**src/hw/rtl/oamdma_pkg.sv**
```systemverilog
// Shared types and constants for the sprite DMA sequencer and clock divider.
package oamdma_pkg;

   localparam int CPU_DIVIDE_DEFAULT = 3;
   localparam int PAGE_W             = 8;
   localparam int INDEX_W            = 8;
   localparam int DATA_W             = 8;
   localparam int ADDR_W             = PAGE_W + INDEX_W;

   typedef struct packed {
      logic              dma_start;
      logic [PAGE_W-1:0] dma_page;
      logic [DATA_W-1:0] read_data;
      logic              ppu_nmi;
   } req_type;

   typedef struct packed {
      logic               ppu_enable;
      logic               cpu_enable;
      logic               read_request;
      logic [ADDR_W-1:0]  read_address;
      logic               table_write;
      logic [INDEX_W-1:0] table_address;
      logic [DATA_W-1:0]  table_data;
      logic               cpu_nmi;
      logic               dma_busy;
   } rsp_type;

endpackage

```
**src/hw/rtl/oamdma_in_stage.sv**
```systemverilog
// Input register: holds one request until the sequencer consumes it.
module oamdma_in_stage
   import oamdma_pkg::*;
(
   input  logic    clock,
   input  logic    reset,
   input  logic    req_valid,
   output logic    req_ready,
   input  req_type req_data,
   output logic    held_valid,
   input  logic    held_take,
   output req_type held_data
);

   logic    valid_ff, valid_in;
   req_type data_ff;
   logic    load;

   assign req_ready = !valid_ff || held_take;
   assign load      = req_valid && req_ready;
   assign valid_in  = load || (valid_ff && !held_take);

   always_ff @(posedge clock) begin
      if (reset) begin
         valid_ff <= 1'b0;
      end else begin
         valid_ff <= valid_in;
      end
   end

   always_ff @(posedge clock) begin
      if (load) begin
         data_ff <= req_data;
      end
   end

   assign held_valid = valid_ff;
   assign held_data  = data_ff;

endmodule

```
**src/hw/rtl/oamdma_seq.sv**
```systemverilog
// Divider phase, DMA state and the per-tick result logic.
module oamdma_seq
   import oamdma_pkg::*;
#(
   parameter int CPU_DIVIDE = CPU_DIVIDE_DEFAULT
) (
   input  logic    clock,
   input  logic    reset,
   input  logic    advance,
   input  req_type req,
   output rsp_type rsp
);

   localparam int PHASE_W = (CPU_DIVIDE > 1) ? $clog2(CPU_DIVIDE) : 1;
   localparam logic [PHASE_W-1:0] PHASE_LAST = PHASE_W'(CPU_DIVIDE - 1);

   logic [PHASE_W-1:0] phase_ff, phase_in;
   logic               odd_ff, odd_in;
   logic               active_ff, active_in;
   logic               aligned_ff, aligned_in;
   logic [PAGE_W-1:0]  page_ff, page_in;
   logic [INDEX_W-1:0] index_ff, index_in;
   logic [DATA_W-1:0]  held_ff, held_in;
   logic               pending_ff, pending_in;

   logic               slot;
   logic               active_cur;
   logic [PAGE_W-1:0]  page_cur;
   logic [INDEX_W-1:0] index_cur;
   logic [INDEX_W-1:0] index_inc;

   always_comb begin
      // pending read data lands before anything else this tick
      held_in    = pending_ff ? req.read_data : held_ff;
      active_cur = active_ff || req.dma_start;
      page_cur   = req.dma_start ? req.dma_page : page_ff;
      index_cur  = req.dma_start ? '0 : index_ff;
      index_inc  = index_cur + INDEX_W'(1);
      slot       = (phase_ff == '0);

      active_in  = active_cur;
      aligned_in = aligned_ff;
      page_in    = page_cur;
      index_in   = index_cur;
      pending_in = 1'b0;
      odd_in     = slot ? !odd_ff : odd_ff;
      phase_in   = (phase_ff == PHASE_LAST) ? '0 : phase_ff + PHASE_W'(1);

      rsp               = '0;
      rsp.ppu_enable    = 1'b1;
      rsp.cpu_nmi       = req.ppu_nmi;
      rsp.dma_busy      = active_cur;

      if (slot) begin
         if (!active_cur) begin
            rsp.cpu_enable = 1'b1;
         end else if (!aligned_ff) begin
            aligned_in = odd_ff;
         end else if (!odd_ff) begin
            rsp.read_request = 1'b1;
            rsp.read_address = {page_cur, index_cur};
            pending_in       = 1'b1;
         end else begin
            rsp.table_write   = 1'b1;
            rsp.table_address = index_cur;
            rsp.table_data    = held_in;
            index_in          = index_inc;
            if (index_inc == '0) begin
               aligned_in = 1'b0;
               active_in  = 1'b0;
            end
         end
      end
   end

   always_ff @(posedge clock) begin
      if (reset) begin
         phase_ff   <= '0;
         odd_ff     <= 1'b0;
         active_ff  <= 1'b0;
         aligned_ff <= 1'b0;
         page_ff    <= '0;
         index_ff   <= '0;
         held_ff    <= '0;
         pending_ff <= 1'b0;
      end else if (advance) begin
         phase_ff   <= phase_in;
         odd_ff     <= odd_in;
         active_ff  <= active_in;
         aligned_ff <= aligned_in;
         page_ff    <= page_in;
         index_ff   <= index_in;
         held_ff    <= held_in;
         pending_ff <= pending_in;
      end
   end

endmodule

```
**src/hw/rtl/clock_divider_oam_dma_sequencer.sv**
```systemverilog
// Top level: master tick divider with sprite DMA sequencer, register in and out.
//
//   channel | ports                         | moves
//   --------+-------------------------------+------------------------------
//   req     | req_valid/req_ready + fields  | one master tick per request
//   rsp     | rsp_valid/rsp_ready + fields  | one result per request
//
// One request per clock cycle sustained while the result is not stalled; a result
// goes through the input register, then the result register.
// The DMA next-state logic feeding the state registers is combinational, which sets that rate.
// Reset clears divider phase, DMA state and both valid flags.
// A stalled result still lets one more request into the input register.
module clock_divider_oam_dma_sequencer
   import oamdma_pkg::*;
#(
   parameter int CPU_DIVIDE = CPU_DIVIDE_DEFAULT
) (
   input  logic               clock,
   input  logic               reset,
   input  logic               req_valid,
   output logic               req_ready,
   input  logic               req_dma_start,
   input  logic [PAGE_W-1:0]  req_dma_page,
   input  logic [DATA_W-1:0]  req_read_data,
   input  logic               req_ppu_nmi,
   output logic               rsp_valid,
   input  logic               rsp_ready,
   output logic               rsp_ppu_enable,
   output logic               rsp_cpu_enable,
   output logic               rsp_read_request,
   output logic [ADDR_W-1:0]  rsp_read_address,
   output logic               rsp_table_write,
   output logic [INDEX_W-1:0] rsp_table_address,
   output logic [DATA_W-1:0]  rsp_table_data,
   output logic               rsp_cpu_nmi,
   output logic               rsp_dma_busy
);

   req_type req_bus, held_req;
   rsp_type rsp_next, rsp_ff;
   logic    held_valid, advance, out_free;
   logic    valid_ff, valid_in;

   assign req_bus.dma_start = req_dma_start;
   assign req_bus.dma_page  = req_dma_page;
   assign req_bus.read_data = req_read_data;
   assign req_bus.ppu_nmi   = req_ppu_nmi;

   assign out_free = !valid_ff || rsp_ready;
   assign advance  = held_valid && out_free;

   oamdma_in_stage u_in (
      .clock      (clock),
      .reset      (reset),
      .req_valid  (req_valid),
      .req_ready  (req_ready),
      .req_data   (req_bus),
      .held_valid (held_valid),
      .held_take  (advance),
      .held_data  (held_req)
   );

   oamdma_seq #(
      .CPU_DIVIDE (CPU_DIVIDE)
   ) u_seq (
      .clock   (clock),
      .reset   (reset),
      .advance (advance),
      .req     (held_req),
      .rsp     (rsp_next)
   );

   assign valid_in = advance || (valid_ff && !rsp_ready);

   always_ff @(posedge clock) begin
      if (reset) begin
         valid_ff <= 1'b0;
      end else begin
         valid_ff <= valid_in;
      end
   end

   always_ff @(posedge clock) begin
      if (advance) begin
         rsp_ff <= rsp_next;
      end
   end

   assign rsp_valid         = valid_ff;
   assign rsp_ppu_enable    = rsp_ff.ppu_enable;
   assign rsp_cpu_enable    = rsp_ff.cpu_enable;
   assign rsp_read_request  = rsp_ff.read_request;
   assign rsp_read_address  = rsp_ff.read_address;
   assign rsp_table_write   = rsp_ff.table_write;
   assign rsp_table_address = rsp_ff.table_address;
   assign rsp_table_data    = rsp_ff.table_data;
   assign rsp_cpu_nmi       = rsp_ff.cpu_nmi;
   assign rsp_dma_busy      = rsp_ff.dma_busy;

endmodule

```
**config.mk**
```make
export PLATFORM = sky130hd
export DESIGN_NAME = clock_divider_oam_dma_sequencer
export DESIGN_NICKNAME = d
export VERILOG_FILES = /design/src/hw/rtl/oamdma_pkg.sv /design/src/hw/rtl/oamdma_in_stage.sv /design/src/hw/rtl/oamdma_seq.sv /design/src/hw/rtl/clock_divider_oam_dma_sequencer.sv
export SDC_FILE = /design/constraint.sdc
export NUM_CORES = 1
export LEC_CHECK = 0
export BUFFER_PORTS_ARGS = -buffer_cell sky130_fd_sc_hd__buf_2
export CAP_MARGIN = 10
export CELL_PAD_IN_SITES_DETAIL_PLACEMENT = 0
export CELL_PAD_IN_SITES_GLOBAL_PLACEMENT = 1
export CORE_ASPECT_RATIO = 1.75
export CORE_MARGIN = 2
export CORE_UTILIZATION = 30
export CTS_CLUSTER_DIAMETER = 40
export DETAILED_ROUTE_END_ITERATION = 8
export PLACE_DENSITY = 0.7
export SYNTH_ARGS = -nofsm -noshare
export SYNTH_HDL_FRONTEND = slang
export SYNTH_HIERARCHICAL = 1
export SYNTH_SLANG_ARGS = --single-unit
```
**constraint.sdc**
```tcl
create_clock -name clock -period 2.6 [get_ports clock]
set_input_delay 0.26 -clock clock [delete_from_list [all_inputs] [get_ports clock]]
set_output_delay 0.26 -clock clock [all_outputs]
set_load 0.02 [all_outputs]
```
== Word level (Yosys, flattened, before mapping) ==
Cells that the tools add are included.
Cells by class
  $add $sub $neg: 2
  equal/unequal tests: 1
  muxes and demuxes: 21
  bitwise logic cells: 3
  reductions and logical operators: 21
Operator list (count)
  2-to-1 mux 8 bit: 7
  2-to-1 mux 17 bit: 2
  2-to-1 mux 1 bit: 11
  adder 8 x 1 -> 8 bit (second input constant): 1
  logical NOT 8 bit: 1
  AND reduction 3 bit: 2
  logical NOT 1 bit: 5
  logical OR 1 bit: 5
  logical AND 1 bit: 4
  AND reduction 4 bit: 1
  OR reduction 4 bit: 1
  inverter 1 bit: 3
  adder 2 x 1 -> 2 bit (second input constant): 1
  equality test 2 bit (second input constant): 1
  logical NOT 2 bit: 1
  2-to-1 mux 2 bit: 1
  AND reduction 2 bit: 1
Word-level totals
  register bits after elaboration: 87
  input bits: 22
  output and inout port bits: 40

== Longest topological paths before layout ==
Gate-level depths: netlist (run 1).
  word-level depth: 8
  mapped depth: 9
  depth with buffers taken out: 7

== Hierarchy ==
The synthesis (run 1) kept the hierarchy.
Modules (own cells, without submodules)
  oamdma_seq: instances 1, cells an instance 238, area an instance 1720.4 µm², sequential area each 600.6 µm²
  clock_divider_oam_dma_sequencer: instances 1, cells an instance 43, area an instance 1196.1 µm², sequential area each 1161.1 µm²
  oamdma_in_stage: instances 1, cells an instance 23, area an instance 595.6 µm², sequential area each 560.5 µm²

== Least setup slack after synthesis (run 1) ==
Ideal clock, no wire load.
  path kind: flip-flop to flip-flop
  from: register u_in.data_ff, in the netlist u_in/held_data[17]
  to: register u_seq.active_ff
  setup time: 0.137 ns
  data arrival time: 2.003 ns
  required time: 2.463 ns
  slack: 0.460 ns
  stages on the path, launching flop included: 10
  clock period less this slack: 2.140 ns
  path through: edfxtp_1 > clkbuf_1 > clkbuf_1 > nand2b_1 > inv_1 > ha_1 > nand3_1 > a221o_1 > nor4_1 > o22ai_1
Between the ends
  cells in the longest elaborated chain, start to end: 8
RTL lines
  from (decl): RTL line oamdma_in_stage.sv:16  | req_type data_ff;
  from (signal assigned): RTL line oamdma_in_stage.sv:33  | data_ff <= req_data;
  2-to-1 mux 8 bit: RTL line oamdma_seq.sv:37  | index_cur = req.dma_start ? '0 : index_ff;
  adder 8 x 1 -> 8 bit: RTL line oamdma_seq.sv:38  | index_inc = index_cur + INDEX_W'(1);
  logical NOT 8 bit: RTL line oamdma_seq.sv:68  | if (index_inc == '0) begin
  2-to-1 mux 1 bit: RTL line oamdma_seq.sv:68
  2-to-1 mux 1 bit: RTL line oamdma_seq.sv:59  | end else if (!odd_ff) begin
  2-to-1 mux 1 bit: RTL line oamdma_seq.sv:57  | end else if (!aligned_ff) begin
  2-to-1 mux 1 bit: RTL line oamdma_seq.sv:55  | if (!active_cur) begin
  2-to-1 mux 1 bit (*): RTL line oamdma_seq.sv:54  | if (slot) begin
  to (signal assigned): RTL line oamdma_seq.sv:89  | active_ff <= active_in;
  to (decl): RTL line oamdma_seq.sv:19  | logic active_ff, active_in;
Every way passes the cells marked *; elsewhere a longest branch is shown, timed or not.
A chain may end at the register's enable or synchronous reset.

== Worst setup path after layout (run 1) ==
Ends and elaborated chain as after synthesis.

==> metrics.cfg, run 1 <==
[status]
status = finished clean

[layout]
fillCellCount = 1165
fin_cells = 498
drive_above_1_share = 0.237
insertedDiodeCount = 0
area_growth_pct = 19.0
final_nets = 381

[yosys]
synth_cells = 304
synth_ff_type = edfxtp_1
ys_warn_count = 6
synthTopCellsByArea = edfxtp_1 (48%), dfxtp_1 (18%), mux2i_1 (4.6%)
yosysTopAreaCell = edfxtp_1
yosys-top-cells-count = edfxtp_1 (56), nor2_1 (35), dfxtp_1 (32), nand2_1 (32), a21oi_1 (24)
yosysTopAreaCellShare = 0.479
syn_avg_cell_area_um2 = 11.6
synth_edf_count = 56
synth_cell_types = 39
async_flop_share = 0
synth-seq-cells = 88
yosysSeqAreaShare = 0.661
synth_area_um2 = 3510
syn-num-nets = 327
yosysMostFrequentCell = edfxtp_1

[worst_setup_path]
r2r_start = u_in/held_data[17]
path_max_fanout = 5
cp.required_ns = 2.81
cp.arrival_ns = 2.27
startpoint = u_in/held_data[17]
path_class = flip-flop to flip-flop
cp_cell_sequence = nand2b_1 > inv_1 > ha_1 > nand3_1 > a221o_1 > nor4_1 > o22ai_1
cpPeakStageDelay_ns = 0.43
worst_setup_path_end_kind = flip-flop
start_kind = flip-flop
crit_slowest_cell = edfxtp_1

[timing]
layout_setup_ws_ns = 0.540
period_needed_ns = 2.06
drv_slew = 0
maxSlewHeadroom = 0.483
final_hold_viol_count = 0
skew_ns = 0.00579
tns_ns = 0
hold_ws_ns = 0.0928
setup_viol = 0
fmax_ghz = 0.485
rsz0062_at_grt = false
timing.final.crit_share = 0.792
tightest_slew_ns = 0.774

[floorplanning]
die_y_um = 147
die_area_um2 = 12600
coreArea_um2 = 11500
rows = 52
io_pins = 62
floorplan.initialDensity = 0.305
die_w_um = 85.8

[clock_tree]
cts_made_buffers = 9
cts.sinks = 88
cts.repair.resized = 0
clk-insertion-delay-late_ns = 0.34
htreeDepth = 3
ctsHoldBuffers = 0
cts_setup_buffers = 0
root_buffer = clkbuf_16
cts_tree = yes
clk_path_buf_depth = 2
clk_pin_slew_worst_paths_ns = 0.06

[global_routing]
grt_first_pass_wirelength_mm = 11.7
grt-ovfl-total = 0
grt_max_degree = 32
grt_pass1_vias = 2325
antenna_found_initial = 0
grtUsageTotal = 0.124

[routing]
num_vias = 2399
totalWireLength_mm = 7.33
firstDrtPassIters = 6
wl_per_cell_um = 14.7
detail-route-antenna-nets = 0
vias_per_cell = 4.82
drc = 0
drt_iter0_markers = 187

[hold_path]
hp-class = input port to flip-flop
hp-start = req_read_data[1]

[placed_design]
place.gp.congestion = 0.814
placed_cells = 482
port_buffers = 61
place_ws_ns = 0.551
place_hpwl_mm = 4.98

[power]
power_per_cell_area_nw_per_um2 = 709
p_leak_uw = 0.00149
ir_worst_vdd_v = 0.000326

[job]
cap_violations = 0

-- cell type report --
cell class | count | area, µm² | area share
well taps | 135 | 169 | 0.0404
clock buffers | 13 | 250 | 0.0599
flip-flops and latches | 88 | 2320 | 0.556
repair buffers | 65 | 335 | 0.0802
clock inverters | 3 | 17.5 | 0.00419
multi-input cells | 184 | 1040 | 0.249
inverters | 10 | 42.5 | 0.0102
-- layer usage --
| metal | vias to the layer above | wire length (µm) | global-route usage |
|---|---|---|---|
| met5 | - | 0 | 0 |
| met4 | 0 | 201 | 0.0698 |
| met3 | 12 | 256 | 0.0281 |
| met2 | 52 | 3900 | 0.213 |
| met1 | 1151 | 2980 | 0.138 |
| li1 | 1184 | - | - |
-- registers in the layout, indices dropped and copies added, names as in the netlist --
| register | count |
|---|---|
| rsp_dma_busy | 1 |
| rsp_cpu_nmi | 1 |
| u_seq/page_ff | 8 |
| u_seq/aligned_ff | 1 |
| u_seq/pending_ff | 1 |
| rsp_table_write | 1 |
| rsp_table_address | 8 |
| u_seq/index_ff | 8 |
| rsp_ppu_enable | 1 |
| u_seq/phase_ff | 2 |
| u_seq/held_ff | 8 |
| rsp_read_request | 1 |
| u_seq/active_ff | 1 |
| u_seq/odd_ff | 1 |
| rsp_read_address | 16 |
| rsp_valid | 1 |
| rsp_cpu_enable | 1 |
| u_in/held_data | 18 |
| rsp_table_data | 8 |
| u_in/held_valid | 1 |
-- cells by family after synthesis --
group,count (synthesis),synth area share
adder cells (fa/ha/maj),1,0.00356
AND/OR/NAND/NOR,120,0.167
multiplexers,16,0.0456
buffers and inverters,32,0.0420
AO/OA/AOI/OAI,44,0.0745
XOR/XNOR,2,0.00499
flip-flops,88,0.661
other,1,0.00107
-- worst max-delay path, delay by kind of cell, from the launching register on --
family / cells / cell delay, ns
compound gates: 2 / 0.46
buf+inv: 1 / 0.07
flops: 1 / 0.43
simple gates: 3 / 0.77
fa+ha+maj: 1 / 0.20
-- power breakdown --
| part | internal, µW | total [µW] | switching [µW] |
|---|---|---|---|
| registers | 1550 | 1580 | 28.9 |
| clock network | 671 | 1180 | 507 |
| logic | 65.9 | 205 | 139 |
| total | 2290 | 2960 | 675 |
-- worst paths after layout --
kind,end,slack (ns),cells past startpoint
min reg2reg,rsp_cpu_nmi,0.42,0
max,u_seq/active_ff,0.54,7
max reg2reg,u_seq/active_ff,0.54,7
min,u_in/held_data[2],0.09,1
-- cells in the final DEF (no fill, tap or decap), types with 3 or more instances in the layout --
| cell | synthesis | final |
|---|---|---|
| or3_1 | 3 | 3 |
| buf_2 | 0 | 61 |
| mux2i_1 | 16 | 16 |
| buf_4 | 4 | 4 |
| inv_1 | 9 | 9 |
| nand4_1 | 3 | 3 |
| a21oi_1 | 24 | 24 |
| edfxtp_1 | 56 | 56 |
| nor4_1 | 4 | 4 |
| nand2_1 | 32 | 32 |
| dfxtp_1 | 32 | 32 |
| nor3_1 | 7 | 7 |
| clkbuf_1 | 16 | 3 |
| and2_1 | 4 | 4 |
| o21ai_0 | 8 | 8 |
| clkbuf_16 | 0 | 9 |
| nand2b_1 | 5 | 5 |
| nor2_1 | 35 | 35 |
| nand3_1 | 15 | 15 |
| nor3b_1 | 3 | 3 |
-- stage by stage --
stage | power, µW | cell area (µm²) | util
finish | 2960 | 4180 | 0.363
global route | 3070 | 4180 | 0.363
CTS | 3000 | 4180 | 0.363
detailed placement | 1820 | 3910 | 0.340
global placement | 1820 | 3910 | 0.340
floorplan | 1740 | 3510 | -
Power figures use the tool's default switching activity.
==> run 2, diff against run 1 <==
==> constraint.sdc (replaced) <==
create_clock -name clock -period 1.9 [get_ports clock]
set_input_delay 0.19 -clock clock [delete_from_list [all_inputs] [get_ports clock]]
set_output_delay 0.19 -clock clock [all_outputs]
set_load 0.02 [all_outputs]
==> run 2 against run 1 <==
Net effect:
- utilization grew 1.7 points
- wire length rose by 2.1%
- power grew 43%
- flip-flop and latch count did not move
- register-to-register slack got worse by 0.44 ns
- clock power up 49%
- combinational power rose by 49%
- worst hold slack got worse by 0.063 ns
- final cell count grew 3.4%
- first-iteration DRC count is 14% lower
- fmax is 15% higher
==> metrics.cfg, run 2 (synthesized netlist as in run 1, its figures left out) <==
[status]
status = finished clean

[clock_tree]
clk_pin_slew_worst_paths_ns = 0.06  ; about the same
htreeDepth = 3  ; unchanged
cts_tree = yes
root_buffer = clkbuf_16
clk-insertion-delay-late_ns = 0.33  ; about the same
cts_made_buffers = 9  ; unchanged
clk_path_buf_depth = 2  ; unchanged
cts.sinks = 88  ; unchanged

[worst_setup_path]
start_kind = flip-flop
path_max_fanout = 3  ; -2
r2r_start = u_in/held_data[17]
worst_setup_path_end_kind = flip-flop
cpPeakStageDelay_ns = 0.40  ; -0.03 ns
rrSetupSlack_ns = 0.10  ; -0.44 ns
cp_cell_sequence = nand2b_1 > inv_1 > ha_4 > nand3_2 > a221o_1 > nor4_2 > a31oi_1
crit_slowest_cell = edfxtp_1
r2r-end = u_seq/aligned_ff
startpoint = u_in/held_data[17]
cp.required_ns = 2.10  ; -0.71 ns
crit_path_end = u_seq/aligned_ff
worstRegToRegCells = 7  ; unchanged
cp.arrival_ns = 2.00  ; -0.27 ns
path_class = flip-flop to flip-flop

[timing]
drv_slew = 0  ; unchanged
maxSlewHeadroom = 0.547  ; +0.0632
layout_setup_ws_ns = 0.103  ; -0.437 ns
rsz0062_at_grt = false
hold_ws_ns = 0.0300  ; -0.0628 ns
setup_viol = 0  ; unchanged
skew_ns = 0.00765  ; +0.00187 ns
tightest_slew_ns = 0.679  ; -0.0947 ns
final_hold_viol_count = 0  ; unchanged
fmax_ghz = 0.556  ; +15%
period_needed_ns = 1.80  ; -0.263 ns
timing.final.crit_share = 0.946  ; +0.153
tns_ns = 0  ; unchanged

[placed_design]
port_buffers = 61  ; unchanged
place_ws_ns = 0.0797  ; -0.471 ns
place_hpwl_mm = 5.38  ; +7.9%
dpl_cell_area_um2 = 4070  ; +4.1%
place.gp.congestion = 0.864  ; +6.2%

[global_routing]
grt-ovfl-total = 0  ; unchanged
grt_pass1_vias = 2440  ; +4.9%
grtUsageTotal = 0.126  ; +0.00195
grt_first_pass_wirelength_mm = 12.2  ; +4.1%
antenna_found_initial = 0  ; unchanged
grt_max_degree = 19  ; -41%

[routing]
drc = 0  ; unchanged
detail-route-antenna-nets = 0  ; unchanged
num_vias = 2478  ; +3.3%
totalWireLength_mm = 7.49  ; +2.1%
vias_per_cell = 4.81  ; -0.12%
firstDrtPassIters = 6  ; unchanged
drt_iter0_markers = 160  ; -14%
wl_per_cell_um = 14.5  ; -1.2%

[floorplanning]
die_area_um2 = 12600  ; unchanged
die_w_um = 85.8  ; unchanged
floorplan.initialDensity = 0.305  ; unchanged
io_pins = 62  ; unchanged
coreArea_um2 = 11500  ; unchanged
rows = 52  ; unchanged
die_y_um = 147  ; unchanged

[power]
p_leak_uw = 0.00158  ; +6.2%
power_per_cell_area_nw_per_um2 = 967  ; +36%
ir_worst_vdd_v = 0.000435  ; +34%

[layout]
area_growth_pct = 24.5
final_nets = 398  ; +4.5%
final_cell_mix = buf_2 (61), edfxtp_1 (56), nor2_1 (35)
largest_reg_flops = 18  ; unchanged
insertedDiodeCount = 0  ; unchanged
stdcell_area_um2 = 4370  ; +4.7%
final_common_cell = buf_2
fillCellCount = 1127  ; -3.3%
drive_above_1_share = 0.292  ; +0.0552

[job]
cap_violations = 0  ; unchanged

[hold_path]
hp-class = input port to flip-flop

-- run 2: power breakdown --
part | leakage [µW] | internal [µW] | switching (µW)
clock network | 0.000139 | 1060 | 707
logic | 0.000650 | 106 | 199
registers | 0.000795 | 2120 | 34.4
-- run 2: layout make-up --
cell class	instances	area [µm²]	share of cell area
sequential	88	2320	0.531
multi-input combinational	184	1080	0.246
timing repair buffer	82	463	0.106
clock buffer	12	246	0.0563
tap	135	169	0.0386
clock inverter	4	53.8	0.0123
inverter	10	42.5	0.00973
-- run 2: per-stage QoR --
step / utilization / power (µW) / instances
CTS: 0.380 / 4290 / 515
floorplan: - / 2390 / 304
global route: 0.380 / 4400 / 515
finish: 0.380 / 4230 / 515
detailed placement: 0.354 / 2510 / 499
global placement: 0.354 / 2510 / 499
-- run 2: critical path: cells and delay by family (launching register included) --
family | cells | cell delay [ns]
buf+inv | 1 | 0.10
fa+ha+maj | 1 | 0.14
compound gates | 2 | 0.46
flops | 1 | 0.40
simple gates | 3 | 0.58
-- run 2: timing repair --
item,in CTS,in global routing
setup buffers,0,0
hold buffers,0,0
gates resized for setup,0,1
endpoints found under the setup margin,0,4
-- run 2: how the worst min path moves through the flow --
stage / to / cells after the start / slack [ns] / from
after CTS: u_in/held_data[11] / 1 / 0.02 / req_dma_page[2]
after global placement: u_in/held_data[0] / 1 / 0.37 / req_ppu_nmi
after global routing: u_in/held_data[8] / 1 / 0.01 / req_read_data[7]
after floorplan: rsp_valid / 1 / 0.25 / reset
after detailed placement: u_in/held_data[1] / 1 / 0.37 / req_read_data[0]
final: u_in/held_data[8] / 1 / 0.03 / req_read_data[7]
-- run 2: metal layers --
metal / vias up / part of all wire / global-route usage
met4: 0 / 0.026 / 0.0563
li1: 1212 / - / -
met1: 1191 / 0.39 / 0.135
met5: - / 0 / 0
met3: 12 / 0.032 / 0.0320
met2: 63 / 0.55 / 0.226
==> run 3, diff against run 2 <==
--- a/config.mk
+++ b/config.mk
@@ -11,10 +11,10 @@
 export CELL_PAD_IN_SITES_GLOBAL_PLACEMENT = 1
 export CORE_ASPECT_RATIO = 1.75
 export CORE_MARGIN = 2
-export CORE_UTILIZATION = 30
+export CORE_UTILIZATION = 44
 export CTS_CLUSTER_DIAMETER = 40
 export DETAILED_ROUTE_END_ITERATION = 8
-export PLACE_DENSITY = 0.7
+export PLACE_DENSITY = 0.91
 export SYNTH_ARGS = -nofsm -noshare
 export SYNTH_HDL_FRONTEND = slang
 export SYNTH_HIERARCHICAL = 1
==> run 3 against run 2 <==
Net effect:
- power down 1.8%
- via count up 0.12%
- utilization up 17 points
- final cell count down 9.1%
- wire length down 8.3%
- global-route usage up 4.3 points
- flip-flop and latch count unchanged
- final area down 1.7%
- setup slack worse by 0.0062 ns
- die area down 31%
- first-iteration DRC count up 0.63%
- critical endpoint is now rsp_read_address[4]
- largest cell class unchanged
- highest routed layer unchanged
==> metrics.cfg, run 3 (synthesized netlist as in run 1, its figures left out) <==
[status]
status = finished clean

[timing]
setup_viol = 0  ; unchanged
layout_setup_ws_ns = 0.0969  ; -0.00616 ns
tns_ns = 0  ; unchanged
skew_ns = 0.00561  ; -0.00204 ns
period_needed_ns = 1.80  ; +0.00616 ns
timing.final.crit_share = 0.949  ; +0.00324
rsz0062_at_grt = false
hold_ws_ns = 0.0270  ; -0.00298 ns
final_hold_viol_count = 0  ; unchanged
drv_slew = 0  ; unchanged
fmax_ghz = 0.555  ; -0.34%

[clock_tree]
cts.sinks = 88  ; unchanged
cts_tree = yes
clk_path_buf_depth = 2  ; unchanged
clk_pin_slew_worst_paths_ns = 0.06  ; about the same
cts_made_buffers = 9  ; unchanged
htreeDepth = 3  ; unchanged
clk-insertion-delay-late_ns = 0.33  ; about the same
cts_setup_buffers = 0  ; unchanged
root_buffer = clkbuf_16

[worst_setup_path]
cp.required_ns = 2.06  ; -0.04 ns
path_max_fanout = 13  ; +10
cp_cell_sequence = buf_4 > buf_4 > nor2_1 > or3_1 > buf_4 > nor3b_1
start_kind = flip-flop
worst_setup_path_end_kind = flip-flop
crit_cells = 6  ; -1
path_class = flip-flop to flip-flop
critPathBufInv = 3  ; +2
cpMostUsedCell = buf_4
cpPeakStageDelay_ns = 0.38  ; -0.02 ns
worstRegToRegCells = 6  ; -1
crit_family = buffers and inverters
r2r_start = u_in/held_data[17]
cp.arrival_ns = 1.97  ; -0.03 ns
startpoint = u_in/held_data[17]
crit_slowest_cell = edfxtp_1

[power]
power_per_cell_area_nw_per_um2 = 965  ; -0.16%
p_seq_frac = 0.520  ; +0.010
p_leak_uw = 0.00158  ; about the same
intPower_uw = 3240  ; -1.5%
ir_worst_vdd_v = 0.000595  ; +37%
p_sw_uw = 911  ; -3.2%
pwr-share-clk = 0.407  ; -0.010
combPwrFrac = 0.072  ; about the same
switching_share = 0.219  ; -0.00300

[global_routing]
grt-ovfl-total = 0  ; unchanged
antenna_found_initial = 0  ; unchanged
grt_first_pass_wirelength_mm = 11.1  ; -9.1%
grt_max_degree = 21  ; +2
grt_pass1_vias = 2332  ; -4.4%
grtUsageTotal = 0.169  ; +0.0432

[layout]
final_common_cell = buf_2
insertedDiodeCount = 0  ; unchanged
largest_reg_flops = 18  ; unchanged
fillCellCount = 685  ; -39%
final_cell_mix = buf_2 (61), edfxtp_1 (56), nor2_1 (35)
drive_above_1_share = 0.288  ; -0.00375
fin_util = 0.547  ; +0.168
final_nets = 396  ; -0.50%
stdcell_area_um2 = 4300  ; -1.7%
area_growth_pct = 22.4

[floorplanning]
die_area_um2 = 8740  ; -31%
coreArea_um2 = 7860  ; -32%
die_y_um = 122  ; -17%
floorplan.initialDensity = 0.447  ; +0.142
io_pins = 62  ; unchanged
die_w_um = 71.5  ; -17%
rows = 43  ; -17%

[routing]
drc = 0  ; unchanged
firstDrtPassIters = 4  ; -2
num_vias = 2481  ; +0.12%
wl_per_cell_um = 14.7  ; +0.93%
totalWireLength_mm = 6.87  ; -8.3%
drt_iter0_markers = 161  ; +0.63%
vias_per_cell = 5.30  ; +10%
detail-route-antenna-nets = 0  ; unchanged

[placed_design]
place.gp.congestion = 0.868  ; +0.38%
port_buffers = 61  ; unchanged
place_hpwl_mm = 4.89  ; -9.1%
place_ws_ns = 0.0643  ; -0.0155 ns
dpl_cell_area_um2 = 4000  ; -1.8%

[job]
cap_violations = 0  ; unchanged

[hold_path]
hp-start = req_dma_page[5]
whs_path_depth = 1  ; unchanged
hp-class = input port to flip-flop

-- run 3: cell types whose count changed in the layout (fill, tap and decap cells not counted) --
| cell | change |
|---|---|
| buf_4 | -2 |
| clkinv_2 | +2 |
| clkbuf_1 | -1 |
| clkbuf_8 | -1 |
| clkinv_1 | +1 |
| clkinvlp_4 | -1 |
| nor4_2 | -1 |
| nor4_4 | +1 |
-- run 3: power groups by stage --
stage | combinational, µW | sequential, µW | clock [µW]
6_report | 299 | 2160 | 1690
5_1_grt | 326 | 2170 | 1800
4_1_cts | 301 | 2160 | 1730
2_1_floorplan | 138 | 2250 | 0
3_5_place_dp | 300 | 2200 | 0
3_3_place_gp | 297 | 2200 | 0
-- run 3: path summary, 6_finish.rpt --
| path | end | slack [ns] |
|---|---|---|
| hold reg to reg | rsp_cpu_nmi | 0.42 |
| setup / recovery | rsp_read_address[4] | 0.1 |
| setup reg to reg | rsp_read_address[4] | 0.1 |
| hold / removal | u_in/held_data[14] | 0.03 |
-- run 3: layout make-up --
type,count,area (µm²),area share
flip-flops and latches,88,2320,0.540
multi-input cells,184,1080,0.252
repair buffers,80,448,0.104
clock buffers,10,229,0.0532
well taps,90,113,0.0262
clock inverters,6,60.1,0.0140
inverters,10,42.5,0.00989
-- run 3: routing by layer --
metal  vias to the layer above  track usage  part of all wire  wire (µm)
met4                         0       0.0920             0.030        206
met3                        13       0.0438             0.048        331
met5                         -            0                 0          0
met2                        79        0.295              0.53       3660
li1                       1216            -                 -          -
met1                      1173        0.183              0.39       2660
-- run 3: metrics by stage --
| stage | total power [µW] | std cells |
|---|---|---|
| after global routing | 4300 | 468 |
| after floorplan | 2390 | 304 |
| after detailed placement | 2500 | 452 |
| after global placement | 2500 | 452 |
| final | 4150 | 468 |
| after CTS | 4190 | 468 |
-- run 3: what timing repair did --
item / 4_1_cts / 5_1_grt
resized for setup: 0 / 2
hold buffers: 0 / 0
setup endpoints to repair: 0 / 5
-- run 3: worst register-to-register path, cell delays in order, from the launching register on --
cell      delay (ns)
edfxtp_1        0.38
buf_4           0.21
buf_4           0.24
nor2_1          0.08
or3_1           0.36
buf_4           0.18
nor3b_1         0.19
